## src/hdl/printer_line_formatter_macros.svh

```systemverilog
// ----------------------------------------------------------------------------
// Printer line formatter assertion macros
// Shorthand for clocked implication checks, reset disabled.
// ----------------------------------------------------------------------------
`ifndef PRINTER_LINE_FORMATTER_MACROS_SVH
`define PRINTER_LINE_FORMATTER_MACROS_SVH

// same-cycle implication on clk, disabled while arst_n is low
`define PLF_ASSERT_IMP(lbl, ante, cons, msg) \
	lbl: assert property (@(posedge clk) disable iff (!arst_n) (ante) |-> (cons)) \
		else $error(msg);

// next-cycle implication on clk, disabled while arst_n is low
`define PLF_ASSERT_NXT(lbl, ante, cons, msg) \
	lbl: assert property (@(posedge clk) disable iff (!arst_n) (ante) |=> (cons)) \
		else $error(msg);

`endif

```

## src/hdl/plf_pkg.sv

```systemverilog
// ----------------------------------------------------------------------------
// Printer line formatter package
// Byte codes, register indexes and the remainder unit status type.
// ----------------------------------------------------------------------------
package plf_pkg;

	// register indexes of the configuration port
	typedef enum logic [2:0] {
		REG_COLUMNS        = 3'd0,
		REG_TAB_WIDTH      = 3'd1,
		REG_LEFT_MARGIN    = 3'd2,
		REG_LINES_PER_PAGE = 3'd3,
		REG_BREAK_ON_FF    = 3'd4
	} plf_reg_t;

	localparam logic [7:0] CH_NUL   = 8'h00;
	localparam logic [7:0] CH_TAB   = 8'h09;
	localparam logic [7:0] CH_LF    = 8'h0A;
	localparam logic [7:0] CH_FF    = 8'h0C;
	localparam logic [7:0] CH_CR    = 8'h0D;
	localparam logic [7:0] CH_SPACE = 8'h20;
	localparam logic [7:0] CH_DEL   = 8'h7F;
	localparam logic [7:0] CH_WRAP  = 8'hB0;

	localparam logic [7:0] COLUMNS_MAX  = 8'd250;
	localparam logic [4:0] TAB_MAX      = 5'd16;
	localparam logic [5:0] MARGIN_MAX   = 6'd32;
	localparam logic [7:0] LPP_MIN      = 8'd5;

	// status of the column remainder unit
	typedef struct packed {
		logic       busy;
		logic       done;
		logic [3:0] rem;
	} plf_rem_status_t;

	// control bytes printed as a space
	function automatic logic is_blanked(input logic [7:0] c);
		return (c == 8'd7) || (c == 8'd8) || (c == 8'd11) || (c == 8'd14) ||
		       (c == 8'd18) || (c == 8'd19) || (c == 8'd20) || (c == 8'd24) ||
		       (c == 8'd27) || (c == CH_DEL);
	endfunction

endpackage

```

## src/hdl/plf_rem.sv

```systemverilog
// ----------------------------------------------------------------------------
// Column remainder unit
// Restoring remainder of an 8-bit column by a tab width, one bit a cycle.
// ----------------------------------------------------------------------------
module plf_rem (
	input  logic                     clk,
	input  logic                     arst_n,
	input  logic                     start,
	input  logic [7:0]               dividend,
	input  logic [4:0]               divisor,
	output plf_pkg::plf_rem_status_t status
);

	logic       busy_q;
	logic       done_q;
	logic [2:0] step_q;
	logic [7:0] dividend_q;
	logic [4:0] divisor_q;
	logic [3:0] rem_q;
	logic [4:0] trial;
	logic [4:0] trial_sub;

	// shift in the next dividend bit, subtract when it fits
	always_comb begin
		trial     = {rem_q, dividend_q[7]};
		trial_sub = (trial >= divisor_q) ? (trial - divisor_q) : trial;
	end

	always_ff @(posedge clk or negedge arst_n) begin
		if (!arst_n) begin
			busy_q <= 1'b0;
			done_q <= 1'b0;
			step_q <= '0;
		end else begin
			done_q <= 1'b0;
			if (start) begin
				busy_q <= 1'b1;
				step_q <= '0;
			end else if (busy_q) begin
				step_q <= step_q + 3'd1;
				if (step_q == 3'd7) begin
					busy_q <= 1'b0;
					done_q <= 1'b1;
				end
			end
		end
	end

	always_ff @(posedge clk) begin
		if (start) begin
			dividend_q <= dividend;
			divisor_q  <= divisor;
			rem_q      <= '0;
		end else if (busy_q) begin
			dividend_q <= {dividend_q[6:0], 1'b0};
			rem_q      <= trial_sub[3:0];
		end
	end

	assign status.busy = busy_q;
	assign status.done = done_q;
	assign status.rem  = rem_q;

endmodule

```

## src/hdl/printer_line_formatter.sv

```systemverilog
// ----------------------------------------------------------------------------
// Printer line formatter
// Turns text bytes into the printer byte stream with margins, tabs and pages.
// ----------------------------------------------------------------------------
// Usage:
//   Input channel (in_valid/in_ready, in_byte, end_of_file) carries one text
//   item per handshake. Output channel (out_valid/out_ready, out_byte, last)
//   carries the printer bytes; last marks the final byte an item caused.
//   Items that cause no byte (a dropped tab or an ignored form feed, with no
//   margin due) complete silently.
//   An accepted item enters the item register, and its bytes are then
//   loaded from there into the output register.
//   Throughput: ordinary printable bytes on an open line flow at one item per
//   cycle while the output is not stalled. Margins, tab padding, wraps and
//   line/page ends are emitted one byte at a time; the item register holds
//   the item and in_ready stays low until its last byte is loaded.
//   A write to tab_width runs the column remainder unit, with in_ready low
//   while it runs, so that tab stops line up with the current column.
//   Reset: registers return to 80 columns, tab width 8, margin 0, 56 lines
//   per page, no form feed break; the line is closed at column 0.
//   Stall: a stalled output register holds its byte; the next byte waits and
//   input is refused once the item register is full.
// ----------------------------------------------------------------------------
`include "printer_line_formatter_macros.svh"

module printer_line_formatter (
	input  logic       clk,
	input  logic       arst_n,
	input  logic       in_valid,
	output logic       in_ready,
	input  logic [7:0] in_byte,
	input  logic       end_of_file,
	output logic       out_valid,
	input  logic       out_ready,
	output logic [7:0] out_byte,
	output logic       last,
	input  logic       cfg_we,
	input  logic [2:0] cfg_index,
	input  logic [7:0] cfg_data
);

	// configuration registers
	logic [7:0] columns_q;
	logic [4:0] tab_width_q;
	logic [5:0] left_margin_q;
	logic [7:0] lines_per_page_q;
	logic       break_on_ff_q;

	// line state
	logic [7:0] column_q;
	logic       line_open_q;
	logic [7:0] line_count_q;
	logic [3:0] tab_mod_q;     // column modulo effective tab width

	// item register and emit position
	logic       item_valid_s1;
	logic [7:0] item_byte_s1;
	logic       item_eof_s1;
	logic [5:0] idx_q;

	// output register
	logic       out_valid_q;
	logic [7:0] out_byte_q;
	logic       last_q;

	// remainder unit
	logic                     rem_start_q;
	plf_pkg::plf_rem_status_t rem_st;
	logic                     rem_active;

	// clamped configuration
	logic [7:0] cols_eff;
	logic [4:0] tab_eff;
	logic [5:0] margin_eff;
	logic [7:0] lpp_eff;

	// item plan
	logic [5:0] margin_cnt;
	logic [4:0] body_cnt;
	logic       body_is_char;
	logic [7:0] body_byte;
	logic       wrap;
	logic       lf;
	logic       ff;
	logic       end_page;
	logic [8:0] tab_target;
	logic [8:0] col_inc;
	logic [8:0] count_inc;
	logic [4:0] mod_inc;
	logic [7:0] nxt_column;
	logic       nxt_open;
	logic [7:0] nxt_count;
	logic [3:0] nxt_mod;

	// emit control
	logic [6:0] head_len;
	logic [6:0] total;
	logic [6:0] idx_ext;
	logic [6:0] tail_pos;
	logic [7:0] cur_byte;
	logic       cur_last;
	logic       slot_free;
	logic       emit;
	logic       item_done;
	logic       in_acc;

	always_comb begin
		cols_eff   = (columns_q == 8'd0) ? 8'd1 :
		             (columns_q > plf_pkg::COLUMNS_MAX) ? plf_pkg::COLUMNS_MAX : columns_q;
		tab_eff    = (tab_width_q > plf_pkg::TAB_MAX) ? plf_pkg::TAB_MAX : tab_width_q;
		margin_eff = (left_margin_q > plf_pkg::MARGIN_MAX) ? plf_pkg::MARGIN_MAX
		                                                   : left_margin_q;
		lpp_eff    = (lines_per_page_q < plf_pkg::LPP_MIN) ? plf_pkg::LPP_MIN
		                                                   : lines_per_page_q;
	end

	// Plan the whole item from the item register and the line state: margin
	// spaces, then the body (one byte or tab padding), then wrap mark, line
	// end and page end as needed. State moves when the item completes.
	always_comb begin
		tab_target = {1'b0, column_q} + {4'd0, tab_eff} - {5'd0, tab_mod_q};
		col_inc    = {1'b0, column_q} + 9'd1;
		count_inc  = {1'b0, line_count_q} + 9'd1;
		mod_inc    = {1'b0, tab_mod_q} + 5'd1;

		margin_cnt   = (!line_open_q && !item_eof_s1) ? margin_eff : 6'd0;
		body_cnt     = 5'd0;
		body_is_char = 1'b0;
		body_byte    = plf_pkg::CH_SPACE;
		wrap         = 1'b0;
		lf           = 1'b0;
		end_page     = 1'b0;
		nxt_column   = column_q;
		nxt_open     = 1'b1;
		nxt_mod      = tab_mod_q;

		if (item_eof_s1) begin
			lf = line_open_q;
		end else if (item_byte_s1 == plf_pkg::CH_FF) begin
			if (break_on_ff_q) begin
				lf       = 1'b1;
				end_page = 1'b1;
			end
		end else if (item_byte_s1 == plf_pkg::CH_TAB) begin
			if (tab_eff != 5'd0) begin
				if (tab_target >= {1'b0, cols_eff}) begin
					// pad to the limit only, none if already past it
					body_cnt = (cols_eff > column_q) ? 5'(cols_eff - column_q) : 5'd0;
					wrap     = 1'b1;
					lf       = 1'b1;
				end else begin
					body_cnt   = tab_eff - {1'b0, tab_mod_q};
					nxt_column = tab_target[7:0];
					nxt_mod    = 4'd0;
				end
			end
		end else if (item_byte_s1 == plf_pkg::CH_LF || item_byte_s1 == plf_pkg::CH_CR ||
		             item_byte_s1 == plf_pkg::CH_NUL) begin
			lf = 1'b1;
		end else begin
			body_cnt     = 5'd1;
			body_is_char = 1'b1;
			body_byte    = plf_pkg::is_blanked(item_byte_s1) ? plf_pkg::CH_SPACE
			                                                 : item_byte_s1;
			nxt_column   = col_inc[7:0];
			nxt_mod      = (tab_eff == 5'd0 || mod_inc == tab_eff) ? 4'd0 : mod_inc[3:0];
			if (col_inc >= {1'b0, cols_eff}) begin
				wrap = 1'b1;
				lf   = 1'b1;
			end
		end

		ff = item_eof_s1 || (lf && (end_page || count_inc >= {1'b0, lpp_eff}));

		nxt_count = line_count_q;
		if (lf) begin
			nxt_column = 8'd0;
			nxt_open   = 1'b0;
			nxt_mod    = 4'd0;
			nxt_count  = ff ? 8'd0 : count_inc[7:0];
		end
		if (item_eof_s1) begin
			nxt_column = 8'd0;
			nxt_open   = 1'b0;
			nxt_mod    = 4'd0;
			nxt_count  = 8'd0;
		end
	end

	// Pick the byte at the current emit position.
	always_comb begin
		head_len = {1'b0, margin_cnt} + {2'd0, body_cnt};
		total    = head_len + {6'd0, wrap} + {6'd0, lf} + {6'd0, ff};
		idx_ext  = {1'b0, idx_q};
		tail_pos = idx_ext - head_len;

		priority if (idx_ext < {1'b0, margin_cnt}) begin
			cur_byte = plf_pkg::CH_SPACE;
		end else if (idx_ext < head_len) begin
			cur_byte = body_is_char ? body_byte : plf_pkg::CH_SPACE;
		end else if (wrap && tail_pos == 7'd0) begin
			cur_byte = plf_pkg::CH_WRAP;
		end else if (lf && tail_pos == {6'd0, wrap}) begin
			cur_byte = plf_pkg::CH_LF;
		end else begin
			cur_byte = plf_pkg::CH_FF;
		end

		cur_last  = (idx_ext == total - 7'd1);
		slot_free = !out_valid_q || out_ready;
		emit      = item_valid_s1 && (total != 7'd0) && slot_free;
		item_done = item_valid_s1 && ((total == 7'd0) || (emit && cur_last));
	end

	assign rem_active = rem_start_q || rem_st.busy || rem_st.done;
	assign in_ready   = !rem_active && (!item_valid_s1 || item_done);
	assign in_acc     = in_valid && in_ready;

	// configuration writes; a tab width change starts a remainder pass
	always_ff @(posedge clk or negedge arst_n) begin
		if (!arst_n) begin
			columns_q        <= 8'd80;
			tab_width_q      <= 5'd8;
			left_margin_q    <= 6'd0;
			lines_per_page_q <= 8'd56;
			break_on_ff_q    <= 1'b0;
			rem_start_q      <= 1'b0;
		end else begin
			rem_start_q <= 1'b0;
			if (cfg_we) begin
				unique case (cfg_index)
					plf_pkg::REG_COLUMNS:        columns_q        <= cfg_data;
					plf_pkg::REG_TAB_WIDTH: begin
						tab_width_q <= cfg_data[4:0];
						rem_start_q <= 1'b1;
					end
					plf_pkg::REG_LEFT_MARGIN:    left_margin_q    <= cfg_data[5:0];
					plf_pkg::REG_LINES_PER_PAGE: lines_per_page_q <= cfg_data;
					plf_pkg::REG_BREAK_ON_FF:    break_on_ff_q    <= cfg_data[0];
					default: ;
				endcase
			end
		end
	end

	// Recompute the column phase against the new tab width.
	plf_rem u_rem (
		.clk      (clk),
		.arst_n   (arst_n),
		.start    (rem_start_q),
		.dividend (column_q),
		.divisor  (tab_eff),
		.status   (rem_st)
	);

	// line state, item register, emit position and output register
	always_ff @(posedge clk or negedge arst_n) begin
		if (!arst_n) begin
			column_q      <= 8'd0;
			line_open_q   <= 1'b0;
			line_count_q  <= 8'd0;
			tab_mod_q     <= 4'd0;
			item_valid_s1 <= 1'b0;
			idx_q         <= 6'd0;
			out_valid_q   <= 1'b0;
		end else begin
			// a finished remainder pass sets the phase, else a finished item
			if (rem_st.done) begin
				tab_mod_q <= (tab_eff == 5'd0) ? 4'd0 : rem_st.rem;
			end else if (item_done) begin
				tab_mod_q <= nxt_mod;
			end
			if (item_done) begin
				column_q     <= nxt_column;
				line_open_q  <= nxt_open;
				line_count_q <= nxt_count;
				idx_q        <= 6'd0;
			end else if (emit) begin
				idx_q <= idx_q + 6'd1;
			end
			// load the next item, or drop the finished one
			if (in_acc) begin
				item_valid_s1 <= 1'b1;
			end else if (item_done) begin
				item_valid_s1 <= 1'b0;
			end
			if (slot_free) begin
				out_valid_q <= emit;
			end
		end
	end

	always_ff @(posedge clk) begin
		if (in_acc) begin
			item_byte_s1 <= in_byte;
			item_eof_s1  <= end_of_file;
		end
		if (emit) begin
			out_byte_q <= cur_byte;
			last_q     <= cur_last;
		end
	end

	assign out_valid = out_valid_q;
	assign out_byte  = out_byte_q;
	assign last      = last_q;

	`PLF_ASSERT_IMP(a_no_accept_during_rem, rem_active, !in_ready,
		"item accepted while the column remainder is being computed")
	`PLF_ASSERT_IMP(a_closed_line_at_col0, !line_open_q, column_q == 8'd0,
		"closed line with nonzero column")
	`PLF_ASSERT_IMP(a_tab_phase_in_range, (tab_eff != 5'd0) && !rem_active,
		{1'b0, tab_mod_q} < tab_eff, "tab phase not below tab width")
	`PLF_ASSERT_NXT(a_eof_clears_state, item_done && item_eof_s1,
		(column_q == 8'd0) && !line_open_q && (line_count_q == 8'd0),
		"end of file did not clear the line state")
	`PLF_ASSERT_IMP(a_done_with_bytes_emits, item_done && (total != 7'd0), emit && cur_last,
		"item completed without emitting its last byte")

endmodule
```

## config.mk

```make
export PLATFORM = sky130hd
export DESIGN_NAME = printer_line_formatter
export DESIGN_NICKNAME = d
export VERILOG_FILES = /design/src/hdl/plf_pkg.sv /design/src/hdl/plf_rem.sv /design/src/hdl/printer_line_formatter.sv
export VERILOG_INCLUDE_DIRS = /design/src /design/src/hdl
export SDC_FILE = /design/constraint.sdc
export NUM_CORES = 1
export LEC_CHECK = 0
export BUFFER_PORTS_ARGS = -buffer_cell sky130_fd_sc_hd__buf_2
export CAP_MARGIN = 10
export CORE_ASPECT_RATIO = 0.9
export CORE_MARGIN = 3
export CORE_UTILIZATION = 40
export CTS_CLUSTER_DIAMETER = 80
export DETAILED_ROUTE_END_ITERATION = 16
export PLACE_DENSITY_LB_ADDON = 0.12
export SYNTH_ARGS = -nofsm -noshare
export SYNTH_HDL_FRONTEND = slang
export SYNTH_SLANG_ARGS = --single-unit
```

## constraint.sdc

```tcl
create_clock -name clk -period 8.4 [get_ports clk]
set_input_delay 0 -clock clk [delete_from_list [all_inputs] [get_ports clk]]
set_output_delay 0 -clock clk [all_outputs]
set_load 0.1 [all_outputs]
```

==> Word-level counts from Yosys, hierarchy flattened <==
Index checks and enable logic that the tools add are counted.
{ "word_totals": {"regBits": 98, "input_bits": 25, "output_inout_bits": 11} }
{ "classes": {"add_sub_neg": 16, "order_cmp": 11, "n_eq_ne": 30, "n_mux": 80, "reduce_logical": 55} }
{ "ops": {"columns": ["cell", "n"], "rows": [
  ["$mux 8", 23],
  ["$eq 8x4->1 const B", 7],
  ["$mux 4", 12],
  ["$eq 8x5->1 const B", 5],
  ["$mux 5", 7],
  ["$mux 1", 31],
  ["$ge 9x8->1", 3],
  ["$mux 6", 4],
  ["$add 7x1->7", 3],
  ["$logic_or 1x1->1", 19],
  ["$add 8x1->9 const B", 2],
  ["$logic_not 8->1", 2],
  ["$logic_not 7->1", 2],
  ["$reduce_and 2->1", 6],
  ["$logic_and 1x1->1", 10],
  ["$ne 5x4->1 const B", 2],
  ["$reduce_and 5->1", 2],
  ["$reduce_bool 2->1", 5],
  ["$add 8x5->9", 1],
  ["$mux 3", 3],
  ["$sub 9x4->9", 1],
  ["$eq 8x3->1 const B", 1],
  ["$eq 8x7->1 const B", 1],
  ["$gt 8x8->1", 1],
  ["other kinds (31)", 39]
]} }

==> Longest topological paths before layout <==
Gate-level depths: netlist of the first run.
{ "logic_depth": {"word_depth": 24, "ltp_mapped": 37} }

==> Hierarchy <==
Synthesis of the first run repeated with hierarchy kept, for this count alone.
{ "hier_totals": {"cells_unflattened": 798, "area_unflattened_um2": 7622.3} }
{ "by_module_without_submodules": {"columns": ["module", "instances", "cells_each", "area_per_inst_um2"], "rows": [
  ["printer_line_formatter", 1, 707, 6520.0],
  ["plf_rem", 1, 91, 1102.3]
]} }

==> Worst setup path after synthesis of the first run <==
OpenSTA, ideal clock, no wires.
{ "synth_path": {"path_kind": "register to register", "start": "reg tab_width_q[4]", "end": "reg item_byte_s1[0], enable pin", "arrival_ns": 7.412, "t_required_ns": 8.019, "setup_slack_ns": 0.607, "stages_incl_launch_ff": 33, "path_buffers": 0, "path_cell_list": "dfrtp_1 > inv_2 > nand2_1 > fa_1 > inv_1 > fa_1 > a211oi_1 > o21a_1 > ha_1 > a21o_1 > a21oi_1 > o31a_1 > o21ai_0 > nor3_1 > nor3_1 > and3_1 > o31a_1 > ha_1 > inv_1 > fa_1 > inv_1 > ha_1 > inv_1 > fa_1 > ha_1 > xnor3_1 > xnor2_1 > nand3_1 > nor4_1 > a31oi_1 > nor3b_1 > nand2_1 > a31oi_1"} }
{ "synth_via": {"elab_chain_len": 23, "word_cells_on_any_way": 38, "classes_between": "add/sub (8); order compare (2); eq/ne (1); mux (14); reduce/logical (13)"} }
{ "synth_rtl": {"columns": ["element", "line", "source"], "rows": [
  ["from (decl)", "printer_line_formatter.sv:44", "logic [4:0] tab_width_q;"],
  ["from (signal assigned)", "printer_line_formatter.sv:234", "tab_width_q <= cfg_data[4:0];"],
  ["$gt 5x5->1", "printer_line_formatter.sv:110", "tab_eff = (tab_width_q > plf_pkg::TAB_MAX) ? plf_pkg::TAB_MAX : tab_width_q;"],
  ["$mux 5 (*)", "printer_line_formatter.sv:110", null],
  ["$add 8x5->9", "printer_line_formatter.sv:121", "tab_target = {1'b0, column_q} + {4'd0, tab_eff} - {5'd0, tab_mod_q};"],
  ["$sub 9x4->9", "printer_line_formatter.sv:121", null],
  ["$ge 9x8->1", "printer_line_formatter.sv:146", "if (tab_target >= {1'b0, cols_eff}) begin"],
  ["$mux 5", "printer_line_formatter.sv:146", null],
  ["$mux 5", "printer_line_formatter.sv:145", "if (tab_eff != 5'd0) begin"],
  ["$mux 5", "printer_line_formatter.sv:144", "end else if (item_byte_s1 == plf_pkg::CH_TAB) begin"],
  ["[5 not listed]", null, null],
  ["$add 7x1->7 (*)", "printer_line_formatter.sv:193", "total = head_len + {6'd0, wrap} + {6'd0, lf} + {6'd0, ff};"],
  ["branches (longest 4 deep; another with $sub 7x1->7)", null, null],
  ["$logic_or 1x1->1 (*)", "printer_line_formatter.sv:212", "item_done = item_valid_s1 && ((total == 7'd0) || (emit && cur_last));"],
  ["$logic_and 1x1->1 (*)", "printer_line_formatter.sv:212", null],
  ["$logic_or 1x1->1 (*)", "printer_line_formatter.sv:216", "assign in_ready = !rem_active && (!item_valid_s1 || item_done);"],
  ["$logic_and 1x1->1 (*)", "printer_line_formatter.sv:216", null],
  ["$logic_and 1x1->1 (*)", "printer_line_formatter.sv:217", "assign in_acc = in_valid && in_ready;"],
  ["net in_acc", "printer_line_formatter.sv:105", "logic in_acc;"],
  ["to (signal assigned)", "printer_line_formatter.sv:295", "item_byte_s1 <= in_byte;"],
  ["to (decl)", "printer_line_formatter.sv:57", "logic [7:0] item_byte_s1;"]
]} }
Mark *: on every way through the listed nets, which the timed path passes.
A chain may end at the register's enable or synchronous reset.

==> Worst setup path after layout of the first run <==
{ "layout_path": {"start": "reg tab_width_q[4]", "end": "reg tab_mod_q[1]"} }
{ "layout_via": {"elab_chain_len": 22, "word_cells_on_any_way": 53, "classes_between": "add/sub (8); order compare (2); eq/ne (6); mux (23); reduce/logical (14)"} }
{ "layout_rtl": {"columns": ["element", "line", "source"], "rows": [
  ["$gt 5x5->1", "printer_line_formatter.sv:110", null],
  ["$mux 5 (*)", "printer_line_formatter.sv:110", null],
  ["branches (longest 20 deep; another with $add 8x5->9)", null, null],
  ["to (signal assigned)", "printer_line_formatter.sv:269", "tab_mod_q <= (tab_eff == 5'd0) ? 4'd0 : rem_st.rem;"],
  ["to (signal assigned)", "printer_line_formatter.sv:271", "tab_mod_q <= nxt_mod;"],
  ["to (decl)", "printer_line_formatter.sv:53", "logic [3:0] tab_mod_q;"]
]} }
Mark *: on every way between the ends. The select of a mux whose other input is x is not followed.

==> results.txt, run 1 <==
* Global-route wire length before repair: 32.0 mm
* Number of distinct library cells after synthesis: 80
- Across the run, the number of max-cap violations was 0.
- Post-layout minimum cycle time: 7.89 ns
- Once the floorplan was initialized, standard cells occupied between 40% and 50% of the core.
- The final layout contains between 900 and 1,000 nets.
* Final Skew: 0.00827 ns
* Proportion of layout cells with a drive suffix above 1: between 10% and 20%
- Main flop type after synthesis: sky130_fd_sc_hd__dfrtp_1
- In this run the count of I/O pins placed on the die edge is 36.
- Yosys attributes the largest share of cell area to sky130_fd_sc_hd__dfrtp_1 18%, sky130_fd_sc_hd__ha_1 12%, sky130_fd_sc_hd__edfxtp_1 12%.
* Final setup violation count: 0
- Largest net degree at the start of global routing: 64
- For this run, the slowest stage of the critical path takes around 0.5 ns.
- Detailed Route WL: roughly 20 mm
* H-tree Lvls: 3
- Die area: 0.0210 mm²
- Initial antenna violation count: 0
- The count of nets left with antenna violations once routing finished came out at 0.
* Number of global-route vias before repair: about 6,000
- In this run switching power makes up ~47% of total power.
- Worst Setup End Kind: flip-flop
* Met3 Track Usage GR: between 3 and 4%
* Bufs on Longest Clock Path: 2
- At the worst endpoint, the required time is 8.64 ns.
- Most frequent cell on the critical path: sky130_fd_sc_hd__ha_1
- After global routing, the most crowded layer is met2.
- Leading cell type in the layout, fill and taps excluded: sky130_fd_sc_hd__inv_1
- Synthesis produced a netlist with a net count of 918.
- Clock tree root buffer cell: sky130_fd_sc_hd__clkbuf_16
* Fill cell instance count of the final layout: about 1,700
- VDD sags by at most between 0.0001 and 0.00015 V.
- The congestion estimate from routability-driven global placement came to 0.901.
- R2r setup slk: just over 0.5 ns
- Class of the most critical hold timing path: input port to flip-flop
- Gr usage total: a little under a fifth
- Largest fanout on the critical path: 15
* Overall overflow remaining after global route: 0
- Headroom to the max-slew limit: between 30% and 40%
- Of all flip-flops after synthesis, the portion carrying an async set or reset was approximately 64%.
* Critical path arrival: 8.13 ns
* Area growth from synthesis to final layout: 13.5%
* Run status: complete, no violations
- Setup repair after global routing left no endpoint under its margin.
* Worst slew pin tran: between 0.9 and 1 ns
- Hold timing on the final database bottoms out at a slack of 0.0563 ns.
* DR pass1 iterations: 5
- In the final routed layout, each cell accounts on average for approximately 18 µm.
- Static leakage power: approximately 4.0 nW
- The final route contains about 6,100 vias.
* Post-Layout Inst Area: 0.00878 mm²
- For this run, design rule violations remaining after detail routing come to 0.
- Dividing the detail-routed via count by the number of cells gives around 5.5.
* Number of port buffers: 35
- sky130_fd_sc_hd__dfrtp_1 takes more of the synthesized area than any other cell.
- For this run, the number of Yosys warnings is 0.
- After synthesis the netlist holds a flip-flop and latch count of 98.
* Internal power of the cells: 1.77 mW
- Synthesis handed over a netlist of approximately 800 instances.
- Part of the Yosys area used for sequential elements: ~34%
* Violation count after the first detailed-route iteration: 369
- Summing every instance area after synthesis gives 0.00774 mm².
- Antenna cells: 0
* Total negative setup slack: 0 ns
- Endpoints failing hold: 0
- Dividing the synthesized area by the synthesized cell count gives just under 10 µm².
- Of the total power, registers draw about 25%.
* Clock sink count: roughly 100
- Critical path type: flip-flop to flip-flop
- Met2 track demand over resource: 30.0%
- In this run, CTS created clock tree buffers numbering 9.
* Number of standard-cell rows in the floorplan: between 40 and 50
- Crit path max-delay cell type: sky130_fd_sc_hd__fa_1
- Horizontal die dimension: between 150 and 200 µm
- Highest achievable clock rate: about 0.13 GHz
* EDFF count, synth: 31
* Placed wire-length estimate after detailed placement: 15.4 mm
- The final critical path takes up 94.0% of the cycle.
* Clock slew at reported path FFs: 0.07 ns
* Area of placed instances: 0.00819 mm²
- In this run the power density over the cells is 379 mW/mm².
* Clock tree from TritonCTS: built
- CORE AREA: between 0.015 and 0.02 mm²
- Latest clock arrival within the worst-skew pair: roughly 0.35 ns
- Summed over all nets, the switching power comes to 1.56 mW.
* Proportion of power drawn by combinational gates: roughly three fifths
- The die is 138 µm tall.
* Met1 Usage GRT: 27.6%
* Clock share of power: 13.9%
- Fraction of synthesized cell area taken by the top area cell type: 18.4%
* Final Max Slew Viols: 0
* Type of origin of the critical path: flip-flop
- Most frequent cells in the layout: 79 x sky130_fd_sc_hd__inv_1, 77 x sky130_fd_sc_hd__ha_1, 58 x sky130_fd_sc_hd__nor2_1
[power groups by stage]
stage	registers, mW	clock network, mW	logic (mW)
floorplan	0.946	0	1.40
global placement	0.827	0	1.94
detailed placement	0.834	0	1.98
CTS	0.825	0.476	2.00
global route	0.851	0.493	2.26
finish	0.825	0.464	2.04
[sequential cells by signal, indices dropped and copies added, names as in the netlist, 3 cells and up]
signal	flops
item_byte_s1	8
lines_per_page_q	8
line_count_q	8
u_rem.divisor_q	5
u_rem.dividend_q	8
columns_q	8
u_rem.step_q	3
idx_q	6
left_margin_q	6
tab_mod_q	4
tab_width_q	5
column_q	8
out_byte	8
u_rem.rem_q	4
[worst max-delay path, delay by kind of cell (launching register included)]
family | cells | cell delay, ns
buffers and inverters | 6 | 0.67
xor gates and xnor gates | 3 | 0.57
adders and majority gates | 8 | 2.76
AOI/OAI and AO/OA | 11 | 1.96
DFF | 1 | 0.41
and+or+nand+nor | 9 | 1.39
[Yosys cell counts (6+ instances only)]
library cell,count
sky130_fd_sc_hd__clkbuf_1,17
sky130_fd_sc_hd__o2bb2ai_1,9
sky130_fd_sc_hd__o21bai_1,6
sky130_fd_sc_hd__nand2b_1,10
sky130_fd_sc_hd__o21ai_0,31
sky130_fd_sc_hd__edfxtp_1,31
sky130_fd_sc_hd__mux2_4,8
sky130_fd_sc_hd__nor2_1,58
sky130_fd_sc_hd__nand4_1,9
sky130_fd_sc_hd__fa_1,11
sky130_fd_sc_hd__and2_1,9
sky130_fd_sc_hd__a21o_1,24
sky130_fd_sc_hd__mux2i_1,14
sky130_fd_sc_hd__nand2_1,54
sky130_fd_sc_hd__dfrtp_1,57
sky130_fd_sc_hd__a21oi_1,33
sky130_fd_sc_hd__nor3_1,15
sky130_fd_sc_hd__nand3_1,26
sky130_fd_sc_hd__dfstp_2,6
sky130_fd_sc_hd__nor4_1,6
sky130_fd_sc_hd__o211ai_1,6
sky130_fd_sc_hd__ha_1,77
sky130_fd_sc_hd__nor2b_1,16
sky130_fd_sc_hd__and3_1,11
sky130_fd_sc_hd__mux2_2,31
sky130_fd_sc_hd__xnor2_1,27
sky130_fd_sc_hd__inv_1,79
sky130_fd_sc_hd__a211oi_1,11
sky130_fd_sc_hd__xor2_1,17
[metal layers]
metal	up-vias	wire [µm]
met2	150	8630
met1	2919	9640
met5	-	0
met4	0	335
met3	25	986
li1	2973	-
[through the flow]
step	setup slack, ns	total power, mW	utilization [%]	instances
final	0.507	3.33	46.9	1105
after global routing	0.0150	3.60	46.9	1105
after global placement	0.370	2.76	43.8	1068
after detailed placement	0.181	2.81	43.8	1068
after CTS	0.156	3.30	46.6	1104
after floorplan	0.607	2.35	-	805
[worst paths after layout]
kind,start,depth (start not counted),to
max,tab_width_q[4]$_DFFE_PN0P_,37,tab_mod_q[1]$_DFFE_PN0P_
min,cfg_index[2],3,rem_start_q$_DFF_PN0_
max reg2reg,tab_width_q[4]$_DFFE_PN0P_,37,tab_mod_q[1]$_DFFE_PN0P_
min reg2reg,tab_width_q[4]$_DFFE_PN0P_,0,u_rem.divisor_q[4]$_DFFE_PP_
max in group asynchronous,arst_n,3,columns_q[3]$_DFFE_PN0P_
min in group asynchronous,arst_n,3,u_rem.busy_q$_DFF_PN0_
[cell type report]
cell class | instances | area (µm²) | area share, %
Multi-Input combinational cell | 601 | 4790 | 54.5
Sequential cell | 98 | 2590 | 29.6
Timing Repair Buffer | 63 | 448 | 5.10
Inverter | 82 | 308 | 3.51
Tap cell | 245 | 307 | 3.49
Clock buffer | 11 | 253 | 2.88
Clock inverter | 5 | 82.6 | 0.941
[timing repair]
action                                  CTS  global route
hold buffers                             20             0
setup buffers                             0             0
resized for setup                         0            11
hold endpoints to repair                 94             0
endpoints found under the setup margin    0            44
[kinds of logic (layout without fill, tap and decap cells)]
family / count (synthesis) / in the layout / synth area share [%]
multiplexers: 53 / 53 / 7.88
XOR/XNOR: 51 / 51 / 6.87
flip-flops: 98 / 98 / 33.5
adder cells (fa/ha/maj): 88 / 88 / 15.3
buffers and inverters: 106 / 161 / 5.34
AND/OR/NAND/NOR: 241 / 241 / 15.9
AO/OA/AOI/OAI: 168 / 168 / 15.1
No activity file was read; power rests on OpenSTA's default activity.
==> run 2, diff against run 1 <==
- CORE_ASPECT_RATIO: 0.9 -> 0.6
- CORE_MARGIN: 3 -> not set
==> run 2 against run 1 <==
  * Worst setup slack gained 0.039 ns
  * Non-clock buffer count rose by 9
  * Global-route usage rose by 3.5 points
  * Cell count increased by 0.45%
  * Sequential power rose by 1%
  * Die area down 5.4%
  * Via count rose by 2.7%
  * Flip-flop and latch count is the same
  * First-iteration DRC count is 25% higher
  * Critical endpoint unchanged
  * Largest cell class unchanged
==> results.txt, run 2 (synthesized netlist as in run 1, its figures left out) <==
- Initial core utilization: 41.8% (+0.46 points)
* Fill cell instance count of the final layout: 1,766 (+2.0%)
- The hold violation count in the final report is 0 (unchanged).
- Average wire per cell in the routed design: 19.0 µm (+7.2%)
* Die area: 0.0199 mm² (-5.4%)
- Unrepaired setup endpoints after global routing: no
* Multi-input gate area: 0.00481 mm² (+0.42%)
* Largest net degree at the start of global routing: 64 (unchanged)
- Final setup violation count: 0 (unchanged)
* Final design utilization: 47.8% (+0.87 points)
- The wire length of the first global-routing pass is 33.9 mm (+5.9%).
* Latest clock arrival within the worst-skew pair: 0.36 ns (about the same)
- The register area is 0.00259 mm² (unchanged).
* H-tree Lvls: 3 (unchanged)
- The placed standard-cell area is 0.00821 mm² (+0.28%).
* Final weighted congestion in routability-driven placement: 0.934 (+3.7%)
- The maximum single-stage delay on the critical path came to 0.54 ns (+0.04 ns).
- Detailed Route WL: 21.1 mm (+7.7%)
- DR pass1 iterations: 5 (unchanged)
* Leading cell type in the layout, fill and taps excluded: sky130_fd_sc_hd__inv_1
* Proportion of layout cells with a drive suffix above 1: 17.1% (+0.87 points)
- The number of buffers inserted during clock tree synthesis was 9 (unchanged).
- DRT antenna net count: 0 (unchanged)
- The routed via count divided by cell count is 5.61 (+2.2%).
* Clock sink count: 98 (unchanged)
- The post-layout instance count excluding filler cells came to 1,110 (+0.45%).
- Number of standard-cell rows in the floorplan: 38 (-19%)
- Die Height: 110 µm (-20%)
* Maximum vdd ir drop: 0.000173 V (+22%)
* Largest fanout on the critical path: 12 (-3)
- Final Max Slew Viols: 0 (unchanged)
- Final Skew: 0.00990 ns (+0.00163 ns)
* CORE AREA: 0.0185 mm² (-1.1%)
* Number of placed instances, taps included: 1,066 (-0.19%)
- Period Utilization, post-route: 93.5% (-0.47 points)
- The number of nets at the end of the flow is 977 (+0.93%).
- The static leakage power is 4.05 nW (+0.74%).
* Type of origin of the critical path: flip-flop
- Final WS setup: 0.547 ns (+0.0392 ns)
* Area growth from synthesis to final layout: 14.3%
* P per Cell Area: 382 mW/mm² (+0.60%)
- The critical path data arrival time came to 8.10 ns (-0.03 ns).
- The data required time at the worst endpoint came to 8.64 ns (about the same).
- Worst Setup End Kind: flip-flop
* Number of port buffers: 35 (unchanged)
- Class of the most critical hold timing path: input port to flip-flop
* Initial antenna violation count: 0 (unchanged)
- Post-layout minimum cycle time: 7.85 ns (-0.0392 ns)
- Most frequent cell on the critical path: sky130_fd_sc_hd__inv_1
- The flow ran to the end, and the final reports show no timing, DRC or antenna violations.
- The worst hold-check slack was 0.0630 ns (+0.00679 ns).
- The detailed-placement wirelength estimate was 16.8 mm (+9.0%).
- For this design, the slowest cell found on the critical path is sky130_fd_sc_hd__fa_1.
- The clock tree buffer depth is 2 (unchanged).
- Clock slew at reported path FFs: 0.07 ns (about the same)
- Violation count after the first detailed-route iteration: 461 (+25%)
- The setup slack at placement is 0.0647 ns (-0.116 ns).
- CTS placed an instance of sky130_fd_sc_hd__clkbuf_16 at the clock tree root.
- The overall fraction of global-route tracks in use came to 22.7% (+3.5 points).
- The final design area excluding fillers is 0.00884 mm² (+0.73%).
- The number of maximum-capacitance constraint violations came to 0 (unchanged).
- Number of global-route vias before repair: 6,075 (+0.55%)
- The total overflow reported by the global router came to 0 (unchanged).
- Highest achievable clock rate: 0.127 GHz (+0.50%)
- Most frequent cells in the layout: 79 x sky130_fd_sc_hd__inv_1, 76 x sky130_fd_sc_hd__ha_1, 58 x sky130_fd_sc_hd__nor2_1
* I/O pin count: 36 (unchanged)
- Critical path type: flip-flop to flip-flop
- Via count: 6,230 (+2.7%)
* Residual DRC: 0 (unchanged)
- Headroom to the max-slew limit: 21.7% (-12 points)
* Total negative setup slack: 0 ns (unchanged)
- The transition time at the pin with the least slew margin came to 1.17 ns (+0.176 ns).
* Horizontal die dimension: 182 µm (+19%)
* Clock tree from TritonCTS: built
- The total power draw came to 3.38 mW (+1.3%).
==> run 2: worst max-delay path: cells and delay by family, from the launching register on <==
kind                       cells  cell delay (ns)
adders and majority gates      8             2.77
AOI/OAI and AO/OA             11             2.20
and+or+nand+nor                8             1.18
buffers and inverters          6             0.60
xor gates and xnor gates       3             0.55
DFF                            1             0.43
==> run 2: layout make-up <==
cell class,instances,share of cell area [%]
multi-input cells,601,54.4
repair buffers,72,6.03
inverters,82,3.51
well taps,240,3.40
flip-flops and latches,98,29.3
clock inverters,7,0.792
diodes,1,0.0283
clock buffers,9,2.55
==> run 2: worst paths after layout <==
path	from	end	slack (ns)	cells past startpoint
setup / recovery	column_q[1]$_DFFE_PN0P_	tab_mod_q[1]$_DFFE_PN0P_	0.55	36
hold / removal	cfg_index[0]	columns_q[6]$_DFFE_PN1P_	0.06	4
setup reg to reg	column_q[1]$_DFFE_PN0P_	tab_mod_q[1]$_DFFE_PN0P_	0.55	36
hold reg to reg	lines_per_page_q[0]$_DFFE_PN0P_	lines_per_page_q[0]$_DFFE_PN0P_	0.52	1
max in group asynchronous	arst_n	columns_q[7]$_DFFE_PN0P_	7.46	3
min in group asynchronous	arst_n	idx_q[3]$_DFFE_PN0P_	0.34	3
==> run 2: repair_timing <==
item,in CTS,in global routing
hold endpoints to repair,94,0
buffers inserted,0,4
gates resized for setup,0,15
hold buffers,22,0
endpoints found under the setup margin,0,44
==> run 2: power breakdown <==
group          internal [mW]  switching, mW
Combinational          0.868           1.26
Clock                  0.230          0.185
Sequential             0.672          0.164
Total                   1.77           1.60
==> run 2: layer usage <==
metal	GRT usage, %	wire [µm]	part of all wire [%]
met1	34.2	11000	52
met2	30.7	7990	38
met3	6.92	1910	9.0
met4	5.81	223	1.1
met5	0	0	0
==> run 3, diff against run 2 <==
--- a/config.mk
+++ b/config.mk
@@ -7,6 +7,7 @@
 export NUM_CORES = 1
 export LEC_CHECK = 0
+export ABC_CLOCK_PERIOD_IN_PS = 8400
 export BUFFER_PORTS_ARGS = -buffer_cell sky130_fd_sc_hd__buf_2
-export CAP_MARGIN = 10
+export CAP_MARGIN = 20
 export CORE_ASPECT_RATIO = 0.6
 export CORE_UTILIZATION = 40
==> constraint.sdc (replaced) <==
create_clock -name clk -period 8.4 [get_ports clk]
set_input_delay 1.26 -clock clk [delete_from_list [all_inputs] [get_ports clk]]
set_output_delay 1.26 -clock clk [all_outputs]
set_load 0.1 [all_outputs]
==> run 3 against run 2 <==
  * The run now ends with negative setup slack left
  * Utilization increased by 3.0 points
  * Highest routed layer unchanged
  * Via count rose by 4.5%
  * Worst hold slack gained 0.45 ns
==> results.txt, run 3 (synthesized netlist as in run 1, its figures left out) <==
- Worst slew pin tran: 1.14 ns (-0.0304 ns)
- The fraction of the cycle the final worst path needs was 106% (+13 points).
- Most frequent cells in the layout: 101 x sky130_fd_sc_hd__buf_4, 75 x sky130_fd_sc_hd__inv_1, 67 x sky130_fd_sc_hd__ha_1
- Proportion of layout cells with a drive suffix above 1: 27.9% (+11 points)
- The maximum VDD drop came to 0.000242 V (+40%).
- The wire length of the first global-routing pass is 35.8 mm (+5.4%).
- Critical path type: flip-flop to flip-flop
- The standard cell core area was 0.0185 mm² (unchanged).
- The DRC violation count after routing came to 0 (unchanged).
- Origin of the worst min-delay path: lines_per_page_q[0]$_DFFE_PN0P_
* Die Height: 110 µm (unchanged)
- H-tree Lvls: 3 (unchanged)
* Average wire per cell in the routed design: 19.7 µm (+3.7%)
- The maximum single-stage delay on the critical path came to 0.57 ns (+0.03 ns).
- Clock tree root buffer cell: sky130_fd_sc_hd__clkbuf_16
- Final WS setup: -0.503 ns (-1.05 ns)
- The post-route minimum period was 8.90 ns (+1.05 ns).
- Number of vias per cell after detailed routing: 5.54 (-1.4%)
- DR pass1 iterations: 5 (unchanged)
- Setup repair after global routing could not meet its margin everywhere.
- Largest fanout on the critical path: 5 (-7)
- Number of standard-cell rows in the floorplan: 38 (unchanged)
- Cell depth of the worst flop-to-flop path: 64 (+78%)
* Leading cell type in the layout, fill and taps excluded: sky130_fd_sc_hd__buf_4
- Clock tree from TritonCTS: built
* Area of placed instances: 0.00844 mm² (+2.8%)
- The hold violation count in the final report is 0 (unchanged).
- The power density over the cells was 416 mW/mm² (+9.1%).
* Worst Setup End Kind: flip-flop
* Run status: finished with violations
- For hold timing, the worst endpoint is lines_per_page_q[0]$_DFFE_PN0P_.
- Final Skew: 0.0110 ns (+0.00109 ns)
- Gr usage total: 24.2% (+1.5 points)
- The initial core utilization was 41.8% (unchanged).
- The detailed-placement wirelength estimate came to 17.4 mm (+3.7%).
* Static leakage power: 4.38 nW (+8.2%)
- The final estimated routing congestion in global placement is 0.916 (-2.0%).
- Die area: 0.0199 mm² (unchanged)
* Clock sink count: 98 (unchanged)
* Violation count after the first detailed-route iteration: 498 (+8.0%)
- Latest clock arrival within the worst-skew pair: 0.37 ns (about the same)
* Worst hold slack: 0.510 ns (+0.447 ns)
* Critical path data required time: 8.66 ns (+0.02 ns)
- The total overflow reported by the global router came to 0 (unchanged).
- Largest net degree at the start of global routing: 64 (unchanged)
* Fill cell instance count of the final layout: 1,697 (-3.9%)
- The total of buffers placed on input and output ports came to 35 (unchanged).
- The number of endpoints failing setup at the final stage is 2 (+2).
- The worst setup path is launched from a flip-flop.
- Horizontal die dimension: 182 µm (unchanged)
- The number of buffers inserted during clock tree synthesis came to 9 (unchanged).
* Highest achievable clock rate: 0.112 GHz (-12%)
- The number of nets at the end of the flow is 1,043 (+6.8%).
* Initial antenna violation count: 2 (+2)
- Launch point of the worst reg-to-reg path: tab_width_q[4]$_DFFE_PN0P_
- Worst Hold Depth: 1 (-3)
- The clock tree buffer depth came to 2 (unchanged).
- Among the stages of the critical path, the cell type that occurs most often is sky130_fd_sc_hd__buf_4.
- R2r setup slk: -0.50 ns (-1.05 ns)
- The number of top-level pins is 36 (unchanged).
- Class of the most critical hold timing path: flip-flop to flip-flop
- The total negative setup slack came to -0.800 ns (-0.800 ns).
- The routed via count came to 6,511 (+4.5%).
* Area growth from synthesis to final layout: 21.5%
- The final reports fail on negative setup slack.
- Critical path arrival: 9.16 ns (+1.06 ns)
- Post-Layout Inst Area: 0.00940 mm² (+6.3%)
- The worst register-to-register path ends at column_q[7]$_DFFE_PN0P_.
- The total of hold buffers inserted after clock tree synthesis is 0 (-100%).
- The number of nets with antenna violations after detailed routing came to 0 (unchanged).
- Headroom to the max-slew limit: 23.7% (+2.0 points)
- Max-cap violations: 0 (unchanged)
* Final Max Slew Viols: 0 (unchanged)
* Number of global-route vias before repair: 6,185 (+1.8%)
* Crit path max-delay cell type: sky130_fd_sc_hd__fa_1
* Clock slew at reported path FFs: 0.08 ns (about the same)
* Detailed Route WL: 23.2 mm (+9.9%)
-- run 3: area by class of cell --
type	count	area (µm²)	share of cell area (%)
antenna	1	2.50	0.0266
clock buffer	10	229	2.44
clock inverter	6	71.3	0.759
inverter	82	308	3.28
multi-input combinational	601	4930	52.4
sequential	98	2590	27.6
tap	240	300	3.20
timing repair buffer	138	965	10.3
-- run 3: layer usage --
layer	up-vias	track usage [%]	routed length (µm)
met5	-	0	0
met4	0	7.57	457
met2	236	33.4	8990
li1	3115	-	-
met1	3128	36.1	11900
met3	32	6.39	1810
-- run 3: worst max path at each step --
stage                                          to  cells after the start  slack (ns)                  startpoint
after global routing                     in_ready                     36       -0.62  tab_width_q[4]$_DFFE_PN0P_
after global placement                   in_ready                     36        0.04  tab_width_q[4]$_DFFE_PN0P_
after floorplan                          in_ready                     33        0.03  tab_width_q[4]$_DFFE_PN0P_
after CTS                                in_ready                     37       -0.08  tab_width_q[4]$_DFFE_PN0P_
after detailed placement                 in_ready                     37       -0.11  tab_width_q[4]$_DFFE_PN0P_
final                     column_q[7]$_DFFE_PN0P_                     64       -0.50  tab_width_q[4]$_DFFE_PN0P_
-- run 3: what timing repair did --
item,CTS,global route
setup buffers,54,8
resized for setup,24,15
endpoints found under the setup margin,1,2
pin swaps,25,25
-- run 3: through the flow --
stage	std cells	utilization (%)	setup slack (ns)	total power [mW]
2_1_floorplan	805	-	0.0283	2.36
3_3_place_gp	1096	45.6	0.0431	2.92
3_5_place_dp	1096	45.6	-0.109	2.97
4_1_cts	1166	50.0	-0.0809	3.72
5_1_grt	1175	50.8	-0.619	4.18
6_report	1176	50.8	-0.503	3.91
-- run 3: critical path, delay by kind of cell, from the launching register on --
family	cells	cell delay, ns
compound gates	5	0.69
flops	1	0.39
fa+ha+maj	2	0.83
xor+xnor	1	0.17
mux	1	0.13
simple gates	1	0.05
buf+inv	54	6.56
-- run 3: power breakdown --
group	total [mW]	leakage, nW	internal (mW)	switching (mW)
registers	0.822	1.12	0.672	0.150
logic	2.66	3.12	1.21	1.45
clock network	0.435	0.145	0.235	0.200
